**config.mk**
```make
export PLATFORM = sky130hd
export DESIGN_NAME = bmhq_ctrl
export DESIGN_NICKNAME = d
export VERILOG_FILES = /design/src/bmhq_pkg.sv /design/src/bmhq_ctrl.sv
export SDC_FILE = /design/constraint.sdc
export NUM_CORES = 1
export LEC_CHECK = 0
export ABC_AREA = 1
export BUFFER_PORTS_ARGS = -buffer_cell sky130_fd_sc_hd__buf_2
export CAP_MARGIN = 25
export CORE_ASPECT_RATIO = 1.1
export CORE_MARGIN = 2
export CORE_UTILIZATION = 40
export CTS_CLUSTER_SIZE = 30
export DETAILED_ROUTE_END_ITERATION = 6
export MAX_ROUTING_LAYER = met4
export PLACE_DENSITY = 0.71
export SYNTH_ARGS = -nofsm -noshare
export SYNTH_HDL_FRONTEND = slang
export SYNTH_SLANG_ARGS = --single-unit
```
**constraint.sdc**
```tcl
create_clock -name clk -period 4.3 [get_ports clk]
set_input_delay 0.43 -clock clk [delete_from_list [all_inputs] [get_ports clk]]
set_output_delay 0.43 -clock clk [all_outputs]
set_load 0.1 [all_outputs]
```
**src/bmhq_pkg.sv**
```systemverilog
// Shared types and codes for the binary max-heap priority queue.
// No dependencies.
package bmhq_pkg;

  typedef struct packed {
    logic signed [31:0] tag;
    logic signed [31:0] prio;
  } entry_t;

  typedef enum logic [1:0] {
    STAT_DONE  = 2'd0,
    STAT_FULL  = 2'd1,
    STAT_EMPTY = 2'd2
  } status_t;

  typedef enum logic {
    OP_INSERT = 1'b0,
    OP_REMOVE = 1'b1
  } op_t;

  typedef enum logic [2:0] {
    ST_IDLE,
    ST_UP,
    ST_DN_LOAD,
    ST_DN,
    ST_FINISH
  } state_t;

endpackage

```
**src/bmhq_ctrl.sv**
```systemverilog
// Heap sequencer: sift-up on insert, sift-down on remove, one level per cycle.
// Depends on bmhq_pkg; drives bmhq_ram.
module bmhq_ctrl #(
  parameter int CAPACITY = 1024,
  parameter int CNT_W    = 11,
  parameter int AW       = 10
) (
  input  logic             clk,
  input  logic             rst,
  input  logic             in_valid,
  output logic             in_ready,
  input  bmhq_pkg::op_t    in_op,
  input  bmhq_pkg::entry_t in_entry,
  input  logic             out_free,
  output logic             res_valid,
  output bmhq_pkg::status_t res_status,
  output bmhq_pkg::entry_t res_entry,
  output logic [CNT_W-1:0] res_count,
  output logic             mem_we,
  output logic [AW-1:0]    mem_wa,
  output bmhq_pkg::entry_t mem_wd,
  output logic [AW-1:0]    mem_ra,
  output logic [AW-1:0]    mem_rb,
  input  bmhq_pkg::entry_t mem_qa,
  input  bmhq_pkg::entry_t mem_qb
);

  bmhq_pkg::state_t  state, state_next;
  logic [CNT_W-1:0]  count;
  logic [CNT_W-1:0]  pos;
  logic [CNT_W-1:0]  parent;
  logic [CNT_W:0]    child;
  bmhq_pkg::entry_t  ent;
  bmhq_pkg::entry_t  top;
  bmhq_pkg::status_t status;

  logic              accept;
  logic              full;
  logic              empty;
  logic [CNT_W-1:0]  count_inc;
  logic              up_move;
  logic              last_ok;
  logic              pick_b;
  bmhq_pkg::entry_t  sel;
  logic [CNT_W:0]    cidx;
  logic              dn_stop;

  assign accept    = in_valid && in_ready;
  assign full      = count >= CNT_W'(CAPACITY);
  assign empty     = count == '0;
  assign count_inc = count + 1'b1;

  assign up_move = (pos != CNT_W'(1)) && ($signed(ent.prio) > $signed(mem_qb.prio));
  assign last_ok = child <= {1'b0, count};
  assign pick_b  = (child < {1'b0, count}) && ($signed(mem_qa.prio) < $signed(mem_qb.prio));
  assign sel     = pick_b ? mem_qb : mem_qa;
  assign cidx    = pick_b ? child + 1'b1 : child;
  assign dn_stop = !last_ok || ($signed(ent.prio) >= $signed(sel.prio));

  assign res_valid  = state == bmhq_pkg::ST_FINISH;
  assign res_status = status;
  assign res_entry  = top;
  assign res_count  = count;

  always_ff @(posedge clk) begin
    if (rst) begin
      state <= bmhq_pkg::ST_IDLE;
      count <= '0;
    end else begin
      state <= state_next;
      if (accept) begin
        if (in_op == bmhq_pkg::OP_INSERT && !full) begin
          count <= count_inc;
        end else if (in_op == bmhq_pkg::OP_REMOVE && !empty) begin
          count <= count - 1'b1;
        end
      end
    end
  end

  always_ff @(posedge clk) begin
    case (state)
      bmhq_pkg::ST_IDLE: begin
        if (accept) begin
          pos    <= count_inc;
          parent <= CNT_W'(1);
          child  <= (CNT_W+1)'(2);
          ent    <= in_entry;
          top    <= '0;
          if (in_op == bmhq_pkg::OP_INSERT) begin
            status <= full ? bmhq_pkg::STAT_FULL : bmhq_pkg::STAT_DONE;
          end else begin
            status <= empty ? bmhq_pkg::STAT_EMPTY : bmhq_pkg::STAT_DONE;
          end
        end
      end
      bmhq_pkg::ST_UP: begin
        if (up_move) begin
          pos <= pos >> 1;
        end
      end
      bmhq_pkg::ST_DN_LOAD: begin
        top <= mem_qa;
        ent <= mem_qb;
      end
      bmhq_pkg::ST_DN: begin
        if (!dn_stop) begin
          parent <= cidx[CNT_W-1:0];
          child  <= {cidx[CNT_W-1:0], 1'b0};
        end
      end
      default: begin
      end
    endcase
  end

  always_comb begin
    state_next = state;
    in_ready   = 1'b0;
    mem_we     = 1'b0;
    mem_wa     = AW'(pos - 1'b1);
    mem_wd     = ent;
    mem_ra     = AW'(child - 1'b1);
    mem_rb     = AW'(child);
    case (state)
      bmhq_pkg::ST_IDLE: begin
        in_ready = !rst;
        mem_ra   = '0;
        if (in_op == bmhq_pkg::OP_INSERT) begin
          mem_rb = AW'((count_inc >> 1) - 1'b1);
        end else begin
          mem_rb = AW'(count - 1'b1);
        end
        if (in_valid) begin
          if (in_op == bmhq_pkg::OP_INSERT) begin
            state_next = full ? bmhq_pkg::ST_FINISH : bmhq_pkg::ST_UP;
          end else begin
            state_next = empty ? bmhq_pkg::ST_FINISH : bmhq_pkg::ST_DN_LOAD;
          end
        end
      end
      bmhq_pkg::ST_UP: begin
        mem_we = 1'b1;
        mem_rb = AW'((pos >> 2) - 1'b1);
        if (up_move) begin
          mem_wd = mem_qb;
        end else begin
          state_next = bmhq_pkg::ST_FINISH;
        end
      end
      bmhq_pkg::ST_DN_LOAD: begin
        state_next = bmhq_pkg::ST_DN;
      end
      bmhq_pkg::ST_DN: begin
        mem_we = 1'b1;
        mem_wa = AW'(parent - 1'b1);
        mem_ra = AW'({cidx[CNT_W-1:0], 1'b0} - 1'b1);
        mem_rb = AW'({cidx[CNT_W-1:0], 1'b0});
        if (dn_stop) begin
          state_next = bmhq_pkg::ST_FINISH;
        end else begin
          mem_wd = sel;
        end
      end
      bmhq_pkg::ST_FINISH: begin
        if (out_free) begin
          state_next = bmhq_pkg::ST_IDLE;
        end
      end
      default: begin
        state_next = bmhq_pkg::ST_IDLE;
      end
    endcase
  end

endmodule

```
==> summary.md <==
| Metric | Value |
|---|---|
| Status | `complete, but fails checks` |
| Failing checks | `negative setup slack` |
| Per-cell routed wire length | `19.8 um` |
| Synth area leader | `edfxtp_1` |
| Boundary Pins | `371` |
| Htree depth | `4` |
| CTS tree | `yes` |
| Vias in the first global route | `about 18000` |
| Slew margin rel. | `a little under two fifths` |
| Most frequent cell after synthesis | `nand2_1` |
| Die area | `39700 um^2` |
| IO Port Bufs | `370` |
| Root buffer cell | `clkbuf_16` |
| Vias/cell | `5.64` |
| Tot Pwr | `17.6 mW` |
| Final Hold Fails | `0` |
| Syn. warnings | `0` |
| Initial core utilization | `40.2%` |
| Top cell by count, worst path | `nand2_4` |
| CTS hold repair buffers | `0` |
| Post-DRT Antenna Nets | `0` |
| Netlist Area Pre-Place | `15300 um^2` |
| Critical Path RT | `3.87 ns` |
| Fraction of registers with async set/reset | `0%` |
| Largest net degree at the start of global routing | `129` |
| Tcrit/Tclk final | `118%` |
| First-pass GRT wire length | `96.5 mm` |
| Ratio of cells with drive above 1 in the final layout | `a little under a third` |
| Cell count after synthesis | `2209` |
| Final Core Density | `59.3%` |
| Worst setup SP type | `input pin` |
| Layout Skew | `around 0.015 ns` |
| Max Slew Vio Count | `0` |
| Max_cap viols | `0` |
| Crit path from | `mem_qb[27]` |
| FF-to-FF End | `child[10]$_SDFFCE_PN0P_` |
| Tot GR Track Use | `32.1%` |
| Drt total wl | `63.6 mm` |
| Antenna violations before repair | `11` |
| Syn_nets | `between 2000 and 3000` |
| Clock Path Buffers | `2` |
| GRT Residual Overflow | `0` |
| WHS | `0.225 ns` |
| Hold Crit Class | `in -> reg` |
| Die Wd | `190 um` |
| Critical Path Sink Type | `primary output` |
| CTS buffer count | `17` |
| Post-synth top flop | `edfxtp_1` |
| Cell variety after synth | `54` |
| Sink Count | `166` |
| Cell Pwr Density | `784 nW/um^2` |
| CP Class | `in -> out` |
| DRC | `0` |
| DR vias | `18100` |
| Mean Syn Cell Area | `6.91 um^2` |
| Worst R2R Path Depth | `25` |
| RSZ-0062 raised after global routing | `true` |
| Setup violators final | `65` |
| Drt first pass iters | `6` |
| VDD IR max | `0.00127 V` |
| DP HPWL | `44.0 mm` |
| LEAKAGE | `11.1 nW` |
| Min cycle time layout | `5.06 ns` |
| Tightest Pin Transition | `slightly above 0.9 ns` |
| Core Region | `around 38000 um^2` |
| Termination of the worst setup path | `mem_wd[58]` |
| CP max stage cell | `nor4_4` |
| Area growth from synthesis to layout | `47.5%` |
| Fmax | `198 MHz` |
| Ranking of synthesized cells by area | `edfxtp_1 30%, nand2_1 13%, nand3_1 9.7%` |
| Seq/Total Area, Yosys | `between 30% and 40%` |
| Row Count | `75` |
| Clk slew on worst S/H paths | `roughly 0.080 ns` |
| Max Fanout on Critical Path | `8` |
| Post-synth EDFFs | `approximately 150` |
| Iter 0 DRT Violations | `1821` |
| Final nets | `3001` |
| Slowest stage delay, CP | `0.31 ns` |
| Post-synth top cells | `527 x nand2_1, 359 x inv_1, 297 x nand3_1, 154 x nor2_1, 152 x edfxtp_1` |
| Setup WS post-layout | `-0.760 ns` |
| Synth top area share | `between 20 and 30%` |
| Worst reg-to-reg setup slack | `0.19 ns` |
| R2R Path Start | `res_count[9]$_SDFFE_PP0P_` |
| Die Height | `209 um` |
| Insertion delay to the later sink of the worst-skew pair | `approximately 0.48 ns` |
| GP Congestion | `0.946` |
| CP arrival | `4.63 ns` |
| Synthesized flop and latch total | `166` |
==> power breakdown <==
part	switching, mW	leakage, nW	internal, mW
combinational	9.36	9.19	3.76
clock	0.758	0.318	1.09
sequential	0.330	1.55	2.34
==> layer usage <==
metal  GRT usage [%]  share of wire [%]  vias up
li1                -                  -     8332
met1            38.2                 37     8543
met2            53.3                 49     1051
met3            4.79                8.8      205
met4            15.5                4.6        0
met5               -                  0        -
==> area by class of cell <==
cell class,instances,area (um^2)
fillers,3294,15400
multi-input cells,1550,9850
repair buffers,586,5050
flip-flops and latches,166,4880
inverters,369,1390
well taps,500,626
clock buffers,17,425
clock inverters,15,250
diodes,11,27.5
==> flip-flops by register name, summed over array words and instances, names as in the netlist <==
register	flops
pos	11
res_entry	64
ent	64
res_count	11
parent	9
child	2
state	3
res_status	2
==> worst min path at each step <==
stage | startpoint | endpoint | slack [ns] | cells after the start
after floorplan | pos[1]$_DFFE_PP_ | pos[0]$_DFFE_PP_ | 0.53 | 2
after global placement | pos[1]$_DFFE_PP_ | pos[0]$_DFFE_PP_ | 0.55 | 2
after detailed placement | pos[1]$_DFFE_PP_ | pos[0]$_DFFE_PP_ | 0.57 | 2
after CTS | in_entry[46] | ent[46]$_DFFE_PP_ | 0.22 | 3
after global routing | in_entry[11] | ent[11]$_DFFE_PP_ | 0.25 | 3
final | in_entry[46] | ent[46]$_DFFE_PP_ | 0.23 | 3
==> through the flow <==
stage | cell area (um^2) | TNS (ns) | cells | setup slack, ns
6_report | 22500 | -44.44 | 3214 | -0.760
5_1_grt | 22500 | -55.66 | 3214 | -0.914
4_1_cts | 22200 | -38.26 | 3199 | -0.662
3_5_place_dp | 20500 | -51.86 | 3123 | -0.789
3_3_place_gp | 20500 | -45.49 | 3123 | -0.683
2_1_floorplan | 16100 | 0 | 2209 | 0.000153
==> placed cells by master, fill, tap and decap left out, types with 13 or more instances in the layout <==
cell type  instances
buf_12            94
o21ai_0          116
a21oi_1           59
nand4_1          146
nand3_2           30
buf_4            179
nand2_2           41
xor2_1            15
ha_4              18
nor3_1            13
nand3_4           69
nand3_1          207
a21oi_2           15
edfxtp_1         152
nand2_1          480
inv_1            357
buf_2            292
ha_1              96
nor2_1           146
clkbuf_16         18
==> logic make-up after synthesis <==
kind of cell	share of synthesized area (%)
compound gates	8.38
xor+xnor	1.58
fa+ha+maj	9.35
buf+inv	13.9
flops	31.8
mux	0.0656
simple gates	35.0
==> worst max-delay path: cells and delay by family <==
kind	cells	cell delay, ns
compound gates	4	0.57
simple gates	15	1.62
fa+ha+maj	2	0.56
buf+inv	11	1.42
==> timing repair <==
action,in CTS,in global routing
gates resized for setup,126,43
gates cloned,7,1
buffers inserted,37,2
endpoints found under the setup margin,75,79
pin swaps,26,14
Note: power is estimated with default switching activity, not from simulation.
